<file path="config.mk">
export PLATFORM = sky130hd
export DESIGN_NAME = integer_to_roman_numeral_unit_flat
export DESIGN_NICKNAME = d
export VERILOG_FILES = /design/src/hdl/irn_pkg.sv /design/src/hdl/irn_if.sv /design/src/hdl/integer_to_roman_numeral_unit.sv /design/src/hdl/irn_ctrl.sv /design/src/hdl/irn_datapath.sv /design/src/flat_wrapper.sv
export SDC_FILE = /design/constraint.sdc
export NUM_CORES = 1
export LEC_CHECK = 0
export ABC_AREA = 1
export BUFFER_PORTS_ARGS = -buffer_cell sky130_fd_sc_hd__buf_4
export CAP_MARGIN = 20
export CORE_UTILIZATION = 60
export CTS_BUF_LIST = sky130_fd_sc_hd__clkbuf_4
export CTS_CLUSTER_DIAMETER = 100
export DETAILED_ROUTE_END_ITERATION = 16
export PLACE_DENSITY = 0.79
export SKIP_LAST_GASP = 1
export SYNTH_ARGS = -nofsm -noshare
export SYNTH_HDL_FRONTEND = slang
export SYNTH_SLANG_ARGS = --single-unit
export TNS_END_PERCENT = 30
</file>
<file path="constraint.sdc">
create_clock -name clk -period 10.53 [get_ports clk]
set_clock_uncertainty 0.2 [all_clocks]
set_input_delay 1.053 -clock clk [delete_from_list [all_inputs] [get_ports clk]]
set_output_delay 1.053 -clock clk [all_outputs]
set_load 0.01 [all_outputs]
</file>
<file path="src/hdl/irn_pkg.sv">
// ----------------------------------------------------------------------------
// irn_pkg: shared types, constants and functions of the roman numeral unit
// Field widths, reciprocal constants for the decimal split, the command and
// status bundles between controller and datapath, and the symbol tables.
// ----------------------------------------------------------------------------
package irn_pkg;

  localparam int VALUE_W  = 14;
  localparam int SYMBOL_W = 3;

  // largest legal symbol code (M)
  localparam logic [SYMBOL_W-1:0] SYM_MAX = 3'd6;

  // reciprocal multipliers, exact over the whole 14-bit input range
  localparam logic [15:0] RECIP_10   = 16'd52429;  // >> 19
  localparam logic [12:0] RECIP_100  = 13'd5243;   // >> 19
  localparam logic [14:0] RECIP_1000 = 15'd16778;  // >> 24
  localparam logic [VALUE_W-1:0] TEN_THOUSAND = 14'd10000;

  typedef struct packed {
    logic load;   // input item taken, capture quotients
    logic split;  // form digits and pick the first place
    logic step;   // current symbol taken by the receiver
  } irn_cmd_t;

  typedef struct packed {
    logic any;      // split digits give at least one symbol
    logic run_end;  // current symbol closes the run
  } irn_sts_t;

  // number of symbols for digit d; top marks the thousands place
  function automatic logic [2:0] run_len(input logic [3:0] d, input logic top);
    logic [2:0] n;
    n = 3'd0;
    if (top) begin
      if (d >= 4'd1 && d <= 4'd3) n = d[2:0];
    end else begin
      priority if (d == 4'd0) n = 3'd0;
      else if (d <= 4'd3) n = d[2:0];
      else if (d == 4'd4) n = 3'd2;
      else if (d <= 4'd8) n = 3'(d - 4'd4);
      else n = 3'd2;
    end
    return n;
  endfunction

  // symbol k of digit d at place p; one, five, ten of place p are 2p, 2p+1, 2p+2
  function automatic logic [SYMBOL_W-1:0] sym_code(input logic [3:0] d,
                                                   input logic [1:0] p,
                                                   input logic [1:0] k);
    logic [SYMBOL_W-1:0] one;
    logic [SYMBOL_W-1:0] five;
    logic [SYMBOL_W-1:0] ten;
    logic [SYMBOL_W-1:0] s;
    one  = {p, 1'b0};
    five = {p, 1'b1};
    ten  = one + 3'd2;
    priority if (d <= 4'd3) s = one;
    else if (d == 4'd4) s = (k == 2'd0) ? one : five;
    else if (d <= 4'd8) s = (k == 2'd0) ? five : one;
    else s = (k == 2'd0) ? one : ten;
    return s;
  endfunction

endpackage

</file>
<file path="src/hdl/irn_if.sv">
// ----------------------------------------------------------------------------
// irn channel interfaces
// Valid/ready channels for the input value and for the output symbols.
// ----------------------------------------------------------------------------
interface irn_in_if;
  logic                           valid;
  logic                           ready;
  logic [irn_pkg::VALUE_W-1:0]    value;

  modport source (output valid, output value, input ready);
  modport sink   (input valid, input value, output ready);
endinterface

interface irn_out_if;
  logic                           valid;
  logic                           ready;
  logic [irn_pkg::SYMBOL_W-1:0]   symbol;
  logic                           last;

  modport source (output valid, output symbol, output last, input ready);
  modport sink   (input valid, input symbol, input last, output ready);
endinterface

</file>
<file path="src/hdl/integer_to_roman_numeral_unit.sv">
// ----------------------------------------------------------------------------
// integer_to_roman_numeral_unit: integer to roman numeral converter
// Turns one unsigned value into its run of roman symbols, thousands first.
// ----------------------------------------------------------------------------
// usage:
//   din  carries one 14-bit value per item (valid/ready, taken when both high)
//   dout carries the symbols (0=I 1=V 2=X 3=L 4=C 5=D 6=M), one per item,
//        with last set on the final symbol of the run; zero gives no symbols
//   a thousands digit of four to nine emits nothing for that place
// timing:
//   the cycle after an item is taken its quotients are turned into digits,
//   and the first symbol is shown the cycle after that
//   symbols then leave one per cycle while dout is ready; the next item is
//   taken on the same edge as the final symbol of the previous one
//   a value with no symbols goes through the split and back to accepting
// stall:
//   during a run, while dout is not ready the current symbol holds and no item is taken
// reset:
//   rst (synchronous) drops any run in progress and returns to accepting
// ----------------------------------------------------------------------------
module integer_to_roman_numeral_unit (
  input  logic      clk,
  input  logic      rst,
  irn_in_if.sink    din,
  irn_out_if.source dout
);

  irn_pkg::irn_cmd_t cmd;
  irn_pkg::irn_sts_t sts;

  irn_ctrl u_ctrl (
    .clk       (clk),
    .rst       (rst),
    .in_valid  (din.valid),
    .in_ready  (din.ready),
    .out_valid (dout.valid),
    .out_ready (dout.ready),
    .sts       (sts),
    .cmd       (cmd)
  );

  irn_datapath u_datapath (
    .clk    (clk),
    .rst    (rst),
    .value  (din.value),
    .cmd    (cmd),
    .sts    (sts),
    .symbol (dout.symbol),
    .last   (dout.last)
  );

endmodule

</file>
<file path="src/hdl/irn_ctrl.sv">
// ----------------------------------------------------------------------------
// irn_ctrl: sequencing state machine
// Takes an item, lets the datapath split it, then walks the symbol run one
// symbol per accepted output; the next item may enter on the final symbol.
// ----------------------------------------------------------------------------
module irn_ctrl (
  input  logic              clk,
  input  logic              rst,
  input  logic              in_valid,
  output logic              in_ready,
  output logic              out_valid,
  input  logic              out_ready,
  input  irn_pkg::irn_sts_t sts,
  output irn_pkg::irn_cmd_t cmd
);

  typedef enum logic [2:0] {
    ST_IDLE  = 3'b001,
    ST_SPLIT = 3'b010,
    ST_EMIT  = 3'b100
  } irn_state_t;

  irn_state_t state;
  irn_state_t state_next;

  logic emit;
  assign emit      = (state == ST_EMIT);
  assign out_valid = emit;
  assign in_ready  = (state == ST_IDLE) || (emit && sts.run_end && out_ready);

  assign cmd.load  = in_valid && in_ready;
  assign cmd.split = (state == ST_SPLIT);
  assign cmd.step  = emit && out_ready;

  always_comb begin
    state_next = state;
    unique case (state)
      ST_IDLE: begin
        if (cmd.load) state_next = ST_SPLIT;
      end
      ST_SPLIT: begin
        state_next = sts.any ? ST_EMIT : ST_IDLE;
      end
      ST_EMIT: begin
        if (cmd.step && sts.run_end) state_next = cmd.load ? ST_SPLIT : ST_IDLE;
      end
      default: state_next = ST_IDLE;
    endcase
  end

  always_ff @(posedge clk) begin
    if (rst) begin
      state <= ST_IDLE;
    end else begin
      state <= state_next;
    end
  end

`ifndef SYNTHESIS
  // no symbol is shown in the cycle after a run closes
  a_gap_after_final: assert property (@(posedge clk) disable iff (rst)
    cmd.step && sts.run_end |=> !out_valid)
    else $error("output still valid after final symbol");

  // a new item only enters during a run when its final symbol leaves
  a_load_on_final: assert property (@(posedge clk) disable iff (rst)
    cmd.load && emit |-> sts.run_end && out_ready)
    else $error("item taken in the middle of a run");

  // after the split the block either emits or is free again
  a_split_exit: assert property (@(posedge clk) disable iff (rst)
    cmd.split |=> out_valid || in_ready)
    else $error("split cycle left in a dead state");
`endif

endmodule

</file>
<file path="src/hdl/irn_datapath.sv">
// ----------------------------------------------------------------------------
// irn_datapath: decimal split and symbol generation
// Captures reciprocal quotients of the value, forms the four digits, then
// tracks the current place and symbol index of the run.
// ----------------------------------------------------------------------------
module irn_datapath (
  input  logic                            clk,
  input  logic                            rst,
  input  logic [irn_pkg::VALUE_W-1:0]     value,
  input  irn_pkg::irn_cmd_t               cmd,
  output irn_pkg::irn_sts_t               sts,
  output logic [irn_pkg::SYMBOL_W-1:0]    symbol,
  output logic                            last
);

  logic [13:0] val;
  logic [10:0] q1;   // value / 10
  logic [7:0]  q2;   // value / 100
  logic [4:0]  q3;   // value / 1000
  logic        q4;   // value / 10000

  logic [29:0] prod10;
  logic [26:0] prod100;
  logic [28:0] prod1000;

  assign prod10   = 30'(value) * 30'(irn_pkg::RECIP_10);
  assign prod100  = 27'(value) * 27'(irn_pkg::RECIP_100);
  assign prod1000 = 29'(value) * 29'(irn_pkg::RECIP_1000);

  always_ff @(posedge clk) begin
    if (cmd.load) begin
      val <= value;
      q1  <= prod10[29:19];
      q2  <= prod100[26:19];
      q3  <= prod1000[28:24];
      q4  <= (value >= irn_pkg::TEN_THOUSAND);
    end
  end

  // digits from neighbouring quotients, shift-and-add only
  logic [3:0] new_dig [4];
  logic [3:0] new_nz;
  logic [1:0] new_start;

  always_comb begin
    new_dig[0] = 4'(val - 14'(q1) * 14'd10);
    new_dig[1] = 4'(q1 - 11'(q2) * 11'd10);
    new_dig[2] = 4'(q2 - 8'(q3) * 8'd10);
    new_dig[3] = 4'(q3 - 5'(q4) * 5'd10);
    for (int j = 0; j < 4; j++) begin
      new_nz[j] = (irn_pkg::run_len(new_dig[j], j == 3) != 3'd0);
    end
    priority if (new_nz[3]) new_start = 2'd3;
    else if (new_nz[2]) new_start = 2'd2;
    else if (new_nz[1]) new_start = 2'd1;
    else new_start = 2'd0;
  end

  logic [3:0] dig [4];
  logic [1:0] place;
  logic [1:0] idx;

  logic [3:0] nz;
  logic [3:0] cur_dig;
  logic [2:0] cur_len;
  logic       digit_end;
  logic       lower_any;
  logic [1:0] lower_place;

  always_comb begin
    for (int j = 0; j < 4; j++) begin
      nz[j] = (irn_pkg::run_len(dig[j], j == 3) != 3'd0);
    end
    cur_dig   = dig[place];
    cur_len   = irn_pkg::run_len(cur_dig, place == 2'd3);
    digit_end = (3'(idx) == cur_len - 3'd1);
    lower_any   = 1'b0;
    lower_place = 2'd0;
    priority if (place > 2'd2 && nz[2]) begin
      lower_any   = 1'b1;
      lower_place = 2'd2;
    end else if (place > 2'd1 && nz[1]) begin
      lower_any   = 1'b1;
      lower_place = 2'd1;
    end else if (place > 2'd0 && nz[0]) begin
      lower_any   = 1'b1;
      lower_place = 2'd0;
    end else begin
      lower_any   = 1'b0;
    end
  end

  always_ff @(posedge clk) begin
    if (cmd.split) begin
      for (int j = 0; j < 4; j++) begin
        dig[j] <= new_dig[j];
      end
    end
  end

  always_ff @(posedge clk) begin
    if (rst) begin
      place <= 2'd0;
      idx   <= 2'd0;
    end else if (cmd.split) begin
      place <= new_start;
      idx   <= 2'd0;
    end else if (cmd.step) begin
      if (digit_end) begin
        place <= lower_place;
        idx   <= 2'd0;
      end else begin
        idx <= idx + 2'd1;
      end
    end
  end

  assign symbol      = irn_pkg::sym_code(cur_dig, place, idx);
  assign last        = digit_end && !lower_any;
  assign sts.any     = |new_nz;
  assign sts.run_end = last;

`ifndef SYNTHESIS
  // symbol codes stay within I..M while a run is shown
  a_symbol_range: assert property (@(posedge clk) disable iff (rst)
    cmd.step |-> symbol <= irn_pkg::SYM_MAX)
    else $error("symbol code out of range");

  // places are walked from thousands down, never back up
  a_place_down: assert property (@(posedge clk) disable iff (rst)
    cmd.step && !last |=> place <= $past(place))
    else $error("place moved upward within a run");

  // the symbol index stays inside the current digit's run
  a_idx_bound: assert property (@(posedge clk) disable iff (rst)
    cmd.step |-> 3'(idx) < cur_len)
    else $error("symbol index beyond digit run");
`endif

endmodule

</file>
<file path="src/flat_wrapper.sv">
// flat-port wrapper written by rule: the top's interface ports become plain ports
module integer_to_roman_numeral_unit_flat 
  (clk, rst, din_valid, din_value, din_ready, dout_valid, dout_symbol, dout_last, dout_ready);
  irn_in_if din_i ();
  irn_out_if dout_i ();
  input  logic clk;
  input  logic rst;
  input wire logic [$bits(din_i.valid)-1:0] din_valid;
  input wire logic [$bits(din_i.value)-1:0] din_value;
  output wire logic [$bits(din_i.ready)-1:0] din_ready;
  output wire logic [$bits(dout_i.valid)-1:0] dout_valid;
  output wire logic [$bits(dout_i.symbol)-1:0] dout_symbol;
  output wire logic [$bits(dout_i.last)-1:0] dout_last;
  input wire logic [$bits(dout_i.ready)-1:0] dout_ready;
  assign din_i.valid = din_valid;
  assign din_i.value = din_value;
  assign din_ready = din_i.ready;
  assign dout_valid = dout_i.valid;
  assign dout_symbol = dout_i.symbol;
  assign dout_last = dout_i.last;
  assign dout_i.ready = dout_ready;
  integer_to_roman_numeral_unit u_core (.clk(clk), .rst(rst), .din(din_i), .dout(dout_i));
endmodule
</file>
======== Yosys cells after proc, flatten, opt, wreduce, memory -nomap -nowiden ========
Memories as Yosys holds them, arrays and structs flattened. A register that Yosys moved wholly into a read port is not among the register bits.
Index checks and enable logic that the tools add are counted.
W data, S select, Z words.
cells by class
  $mul .................................... 7
  equal/unequal tests ..................... 14
  add/sub/neg operators ................... 14
  multiplexer cells ....................... 58
  reduce and logical (&&, ||, !) cells .... 34
  magnitude comparators ................... 21
operators with widths
  operator                  number
  $mux W3                   38
  $le A4 B2 Y1 const B      8
  $mul A14 B16 Y30 const B  1
  $eq A4 B3 Y1 const B      7
  $le A4 B4 Y1 const B      7
  $logic_not A4 Y1          7
  $mul A14 B14 Y28 const B  1
  $mul A14 B13 Y27 const B  1
  $reduce_bool A3 Y1        7
  $sub A3 B3 Y3 const B     7
  $mux W2                   10
  $sub A4 B4 Y4             4
  $ge A14 B14 Y1 const B    1
  $logic_and A1 B1 Y1       11
  $mul A11 B3 Y3 const B    1
  $mux W1                   9
  $pmux W3 S3               1
  $ge A4 B1 Y1 const B      2
  $mul A8 B3 Y3 const B     1
  $mul A5 B3 Y3 const B     1
  $gt A2 B1 Y1 const B      2
  $reduce_and A2 Y1         2
  $reduce_bool A2 Y1        2
  $reduce_or A4 Y1          1
  16 further kinds          16
word-level totals
  memory bits (writable) .................. 16
  output and inout bits ................... 6
  memories kept ........................... 1
  word-level logic and storage cells ...... 157
  register bits after elaboration ......... 36
  input bits .............................. 18
memory list
  name                   words  bits a word  rd ports  clocked after memory_dff  write ports  line                source
  u_core.u_datapath.dig  4      4            4         1                         4            irn_datapath.sv:59  logic [3:0] dig [4];

======== Longest topological paths before layout ========
Gate-level depths: netlist (run 1).
An unclocked memory read counts as a cell.
  word-level depth ........................ 20
  depth in mapped cells ................... 22
  gate-level depth less buffers ........... 22

======== Cells and area by module ========
Synthesis (run 1) repeated with hierarchy kept, for this count alone.
second synthesis, totals
  cells, all modules ...................... 1194
  area total of the unflattened synthesis .. 10515.1 um^2
by module, submodules not included
  module        area an instance (um^2)  cells an instance  instances  sequential area each (um^2)
  irn_datapath  10339.9                  1168               1          1111.1
  irn_ctrl      175.2                    26                 1          60.1

======== Worst setup path after synthesis (run 1) ========
OpenSTA, ideal clock, no wires.
  kind .................................... input-to-reg
  start ................................... input din_value[12]
  end ..................................... register u_core.u_datapath.q1[3], data pin
  slack ................................... 4.946 ns
  path buffers ............................ 0
  required time ........................... 10.070 ns
  stages on the path ...................... 19
  setup time .............................. 0.260 ns
  arrival ................................. 5.125 ns
  path through ............................ inv_1 ha_1 inv_1 ha_1 xor2_1 fa_1 inv_1 fa_1 inv_1 fa_1 inv_1 fa_1 inv_1 ha_1 a21oi_1 o21ai_0 a211oi_1 nand3_1 xnor2_1
on the way
  longest elaborated chain between the ends .. 1
RTL lines
  item                              line                source
  start: declaration                flat_wrapper.sv:9   input wire logic [$bits(din_i.value)-1:0] din_value;
  $mul A14 B16 Y30                  irn_datapath.sv:26  assign prod10 = 30'(value) * 30'(irn_pkg::RECIP_10);
  via u_core.u_datapath.prod10[22]  irn_datapath.sv:22  logic [29:0] prod10;
  end signal: assignment            irn_datapath.sv:33  q1 <= prod10[29:19];
  end: declaration                  irn_datapath.sv:17  logic [10:0] q1;
The timed path passes the listed nets, and every way through them passes these cells.
A chain may end at the register's enable or synchronous reset.

======== Worst setup path after layout (run 1) ========
Same ends and word-level chain as after synthesis.

==> results of run 1 <==
flip-flops by register name, indices dropped and copies added (netlist names), named ones only:
register / count
u_core.u_datapath.q3: 4
u_core.u_datapath.q4: 1
u_core.u_datapath.val: 4
u_core.u_datapath.dig: 16
u_core.u_datapath.q1: 4
u_core.u_datapath.idx: 2
u_core.u_datapath.place: 2
u_core.u_ctrl.state: 3
u_core.u_datapath.q2: 4
critical path, cell delays in order:
cell and delay (ns):
buf_4 0.23, inv_1 0.19, ha_1 0.31, inv_1 0.06, ha_1 0.35, xor2_1 0.20, fa_1 0.51, inv_1 0.05
fa_1 0.52, inv_1 0.05, fa_1 0.50, inv_1 0.05, fa_1 0.50, inv_1 0.04, ha_1 0.32, a21oi_1 0.19
o21ai_0 0.09, a211oi_1 0.22, nand3_1 0.11, xnor2_1 0.14
logic make-up (layout without fill, tap and decap cells):
family / after synthesis / in the layout / synth area share [%]
xor gates and xnor gates: 40 / 40 / 3.34
AOI/OAI and AO/OA: 120 / 120 / 6.75
adders and majority gates: 380 / 380 / 54.8
DFF: 42 / 42 / 11.2
buffers and inverters: 325 / 355 / 11.8
and+or+nand+nor: 275 / 275 / 12.2
through the flow:
| step | total power, uW | instance area, sq um | hold WS (ns) | util, % |
|---|---|---|---|---|
| after CTS | 2490 | 11000 | 0.296 | 65.3 |
| after global placement | 2330 | 10900 | 0.243 | 65.0 |
| after global routing | 2840 | 11000 | 0.326 | 65.3 |
| after detailed placement | 2390 | 10900 | 0.250 | 65.0 |
| final | 2500 | 11000 | 0.292 | 65.3 |
| after floorplan | 1910 | 10500 | 0.227 | - |
final cells by class:
cell class / instances / area (sq um)
fillers: 1401 / 5830
clock inverters: 3 / 15.0
well taps: 220 / 275
clock buffers: 5 / 37.5
repair buffers: 23 / 173
multi-input cells: 815 / 8090
inverters: 324 / 1220
flip-flops and latches: 42 / 1170
cells in the mapped netlist (all sizes together), types with 2 or more instances:
cell type    n  area share [%]
inv        324              12
nor3b        5            0.36
o21bai       6            0.43
xnor2       17             1.4
a21oi       53             2.5
a221oi       5            0.42
ha         247              29
nand4       10            0.66
o211ai       4            0.29
nor4         6            0.36
nor2        51             2.0
a211oi       4            0.29
edfxtp      33             9.4
o2111ai      3            0.25
nand2      146             5.8
nand3       40             2.0
or2          2            0.12
dfxtp        9             1.7
nor3        13            0.73
o21ai       35             1.8
fa         133              25
xor2        23             1.9
a21o         5            0.36
cells in the final DEF (no fill, tap or decap), types with 12 or more instances in the layout:
master,instances
nand2_1,128
buf_4,23
xnor2_1,17
nor2_1,48
ha_1,247
nand2_2,14
o21ai_0,33
nor3_1,12
nand3_1,38
inv_1,322
a21oi_1,53
xor2_1,23
edfxtp_1,33
fa_1,133
report_power, final:
part / leakage [uW] / total [uW] / internal, uW / switching [uW]
clock network: 0.0000356 / 78.7 / 25.3 / 53.4
registers: 0.000379 / 275 / 253 / 22.0
logic: 0.00557 / 2140 / 846 / 1300
worst paths after layout:
check / from / to / slack (ns) / depth (start not counted)
setup reg to reg: flop / u_core.u_datapath.q3[0]$_DFFE_PP_ / 6.96 / 14
hold reg to reg: u_core.u_datapath.val[0]$_DFFE_PP_ / u_core.u_datapath.dig[0][0]$_DFFE_PP_ / 0.29 / 0
setup / recovery: din_value[12] / u_core.u_datapath.q1[3]$_DFFE_PP_ / 4.75 / 20
hold / removal: u_core.u_datapath.val[0]$_DFFE_PP_ / u_core.u_datapath.dig[0][0]$_DFFE_PP_ / 0.29 / 0
per-layer routing:
| metal | vias to the layer above | wire (um) | track usage (%) | part of all wire [%] |
|---|---|---|---|---|
| met2 | 177 | 11600 | 50.5 | 51 |
| met1 | 3720 | 9440 | 32.9 | 41 |
| li1 | 3812 | - | - | - |
| met4 | 0 | 687 | 9.18 | 3.0 |
| met5 | - | 0 | 0 | 0 |
| met3 | 48 | 1110 | 3.55 | 4.8 |
==> results.sh, run 1 <==
export IMPL_yosys_warnings=0
export IMPL_grt_setup_unrepaired="false"
export IMPL_tightest_slew_ns=0.659
export IMPL_cts_resized=0
export IMPL_yosysSeqAreaShare_pct=11.2
export IMPL_clockRootBuffer="clkbuf_4"
export IMPL_dr_pass1_iters=5
export IMPL_status="finished clean"
export IMPL_synth_main_ff_cell="edfxtp_1"
export IMPL_cts_buffers=5
export IMPL_htree_levels=2
export IMPL_floorplan_rows=47
export IMPL_final_cells=1432
export IMPL_hold_viol_final=0
export IMPL_slew_headroom_pct=56.0
export IMPL_timing_fmax_mhz=173
export IMPL_grt_pass1_vias=8302
export IMPL_syn_instance_count=1182
export IMPL_async_reset_ff_share_pct=0
export IMPL_synth_cell_types=42
export IMPL_fin_crit_ns=5.78
export IMPL_io_pins=24
export IMPL_postSynthAreaPerCell_sq_um=8.88
export IMPL_clk_latency_ns=0.36
export IMPL_critPathMaxFanout=15
export IMPL_syn_num_nets=1580
export IMPL_leakagePower_uw=0.00598
export IMPL_slew_viol_final=0
export IMPL_start_kind="input pin"
export IMPL_grt_overflow_total=0
export IMPL_gp_congestion=0.921
export IMPL_synth_area_sq_um=10500
export IMPL_peakVddDrop_mv=0.162
export IMPL_antennaDiodeCount=0
export IMPL_fp_dieH_um=134
export IMPL_drive_gt1_share_pct=5.12
export IMPL_antenna_found_initial=1
export IMPL_dieWidth_um=134
export IMPL_p_per_area_nw_per_um2=227
export IMPL_ys_ff_latch=42
export IMPL_worst_slack_ns=4.75
export IMPL_crit_arrival_ns=5.71
export IMPL_post_place_ws_ns=4.33
export IMPL_drv_cap=0
export IMPL_drc_errors=0
export IMPL_fin_nets=1609
export IMPL_core_area_sq_um=16800
export IMPL_wl_mm=22.9
export IMPL_tns_ns=0
export IMPL_drtIter0Drc=306
export IMPL_syn2layout_area_growth_pct=4.66
export IMPL_die_area_sq_um=18000
export IMPL_gr_usage_all_layers_pct=27.4
export IMPL_dp_hpwl_mm=20.2
export IMPL_holdBufCountCts=0
export IMPL_ant_nets=0
export IMPL_cts_buffer_depth=2
export IMPL_post_cts_setup_buffers=0
export IMPL_dp_cells=1424
export IMPL_finalSetupViolCount=0
export IMPL_grt_first_pass_wirelength_mm=38.7
export IMPL_path_class="input pin to flop"
export IMPL_tritoncts="done"
export IMPL_via_per_inst=5.42
export IMPL_port_buffers=23
export IMPL_num_vias=7757
export IMPL_wire_per_inst_um=16.0
export IMPL_clkSinkCount=42
export IMPL_required_ns=10.46
export IMPL_finalCritPeriodShare_pct=54.9
export IMPL_grt_max_degree=20
export IMPL_hold_class="flop to flop"
export IMPL_synth_edf_count=33
export IMPL_cp_end_kind="flop"
export IMPL_initial_core_util_pct=62.4
export IMPL_path_clk_slew_ns=0.13
Note: power is estimated with default switching activity, not from simulation.
==> inputs of run 2 (changes only) <==
==> constraint.sdc (replaced) <==
create_clock -name clk -period 5.93 [get_ports clk]
set_clock_uncertainty 0.2 [all_clocks]
set_input_delay 0.593 -clock clk [delete_from_list [all_inputs] [get_ports clk]]
set_output_delay 0.593 -clock clk [all_outputs]
set_load 0.01 [all_outputs]
==> results.sh, run 2 (synthesis results as in run 1) <==
export IMPL_worst_slack_ns=0.823
export IMPL_tritoncts="done"
export IMPL_die_area_sq_um=18000
export IMPL_final_cell_area_sq_um=11000
export IMPL_antenna_found_initial=1
export IMPL_finalCritPeriodShare_pct=86.1
export IMPL_via_per_inst=5.36
export IMPL_fillers=1417
export IMPL_dp_hpwl_mm=20.4
export IMPL_final_common_cell="inv_1"
export IMPL_htree_levels=2
export IMPL_holdBufCountCts=0
export IMPL_reg2reg_to="u_core.u_datapath.val[0]$_DFFE_PP_"
export IMPL_dr_pass1_iters=7
export IMPL_finalSetupViolCount=0
export IMPL_post_cts_setup_buffers=0
export IMPL_cts_resized=0
export IMPL_peakVddDrop_mv=0.232
export IMPL_gp_congestion=0.908
export IMPL_fin_crit_ns=5.11
export IMPL_path_clk_slew_ns=0.11
export IMPL_crit_arrival_ns=5.02
export IMPL_cts_buffers=5
export IMPL_holdPathStages=2
export IMPL_dieWidth_um=134
export IMPL_final_cell_mix="inv_1 (322), ha_1 (247), fa_1 (133)"
export IMPL_tightest_slew_ns=0.655
export IMPL_cp_end_kind="flop"
export IMPL_p_per_area_nw_per_um2=401
export IMPL_fin_nets=1613
export IMPL_clockRootBuffer="clkbuf_4"
export IMPL_largest_register_ffs=16
export IMPL_drv_cap=0
export IMPL_clk_latency_ns=0.35
export IMPL_ant_nets=0
export IMPL_hold_viol_final=0
export IMPL_status="finished clean"
export IMPL_critPathMaxFanout=12
export IMPL_slew_viol_final=0
export IMPL_endpoint="u_core.u_datapath.q1[2]$_DFFE_PP_"
export IMPL_wl_mm=22.7
export IMPL_top_register="u_core.u_datapath.dig"
export IMPL_num_vias=7699
export IMPL_grt_setup_unrepaired="false"
export IMPL_initial_core_util_pct=62.4
export IMPL_path_class="input pin to flop"
export IMPL_hold_path_startpoint="rst"
export IMPL_wire_per_inst_um=15.8
export IMPL_cts_buffer_depth=2
export IMPL_grt_pass1_vias=8116
export IMPL_slew_headroom_pct=56.3
export IMPL_drtIter0Drc=334
export IMPL_reg2reg_depth=14
export IMPL_clkSinkCount=42
export IMPL_port_buffers=23
export IMPL_final_util_pct=65.6
export IMPL_core_area_sq_um=16800
export IMPL_dpl_cell_area_sq_um=11000
export IMPL_grt_max_degree=20
export IMPL_leakagePower_uw=0.00600
export IMPL_required_ns=5.84
export IMPL_timing_fmax_mhz=196
export IMPL_post_place_ws_ns=0.418
export IMPL_start_kind="input pin"
export IMPL_drive_gt1_share_pct=5.43
export IMPL_grt_overflow_total=0
export IMPL_crit_start="din_value[13]"
export IMPL_hold_class="input pin to flop"
export IMPL_drc_errors=0
export IMPL_tns_ns=0
export IMPL_syn2layout_area_growth_pct=5.04
export IMPL_gr_usage_all_layers_pct=27.4
export IMPL_fp_dieH_um=134
export IMPL_grt_first_pass_wirelength_mm=38.7
export IMPL_io_pins=24
export IMPL_floorplan_rows=47
export IMPL_r2r_slack_ns=2.43
[run 2: cell count changes in the layout (fill, tap and decap cells not counted)]
cell      previous run  this run
inv_4                1         0
clkinv_2             1         0
buf_4               23        27
inv_2                2         1
clkbuf_4             5         8
diode_2              0         1
[run 2: how the worst min path moves through the flow]
| stage | end | slack, ns |
|---|---|---|
| after global routing | u_core.u_ctrl.state[1]$_SDFFE_PP0P_ | 0.21 |
| after CTS | u_core.u_ctrl.state[1]$_SDFFE_PP0P_ | 0.20 |
| final | u_core.u_ctrl.state[1]$_SDFFE_PP0P_ | 0.21 |
| after detailed placement | u_core.u_datapath.dig[0][0]$_DFFE_PP_ | 0.25 |
| after floorplan | u_core.u_datapath.dig[0][0]$_DFFE_PP_ | 0.23 |
| after global placement | u_core.u_datapath.dig[0][0]$_DFFE_PP_ | 0.24 |
[run 2: per-stage QoR]
step	cells	total power, uW	hold slack [ns]
floorplan	1182	3390	0.227
global placement	1428	4180	0.237
detailed placement	1428	4250	0.245
CTS	1436	4430	0.204
global route	1436	5040	0.211
finish	1437	4420	0.215
[run 2: metal layers]
| metal | up-vias | track usage [%] | wire length, um |
|---|---|---|---|
| met1 | 3652 | 33.0 | 9520 |
| met5 | - | 0 | 0 |
| met4 | 0 | 8.30 | 651 |
| met3 | 43 | 4.04 | 1070 |
| met2 | 192 | 50.3 | 11500 |
| li1 | 3812 | - | - |
[run 2: layout make-up]
cell class / instances / area [sq um] / share of cell area [%]
flip-flops and latches: 42 / 1170 / 10.6
diodes: 1 / 2.50 / 0.0227
inverters: 324 / 1220 / 11.1
well taps: 220 / 275 / 2.50
clock buffers: 8 / 60.1 / 0.545
multi-input cells: 815 / 8090 / 73.4
repair buffers: 27 / 203 / 1.84
[run 2: worst max-delay path: stages]
cell     delay [ns]
buf_4          0.18
ha_1           0.30
inv_1          0.06
ha_1           0.34
xor2_1         0.25
inv_1          0.10
fa_1           0.50
fa_1           0.52
fa_1           0.54
inv_1          0.04
ha_1           0.29
ha_1           0.36
inv_1          0.07
nor3_1         0.26
nor3b_1        0.30
nand4_1        0.13
nand3_1        0.12
xor2_1         0.06
[run 2: power breakdown]
group / internal (uW) / switching (uW)
sequential: 448 / 39.0
combinational: 1500 / 2290
clock: 61.0 / 86.5
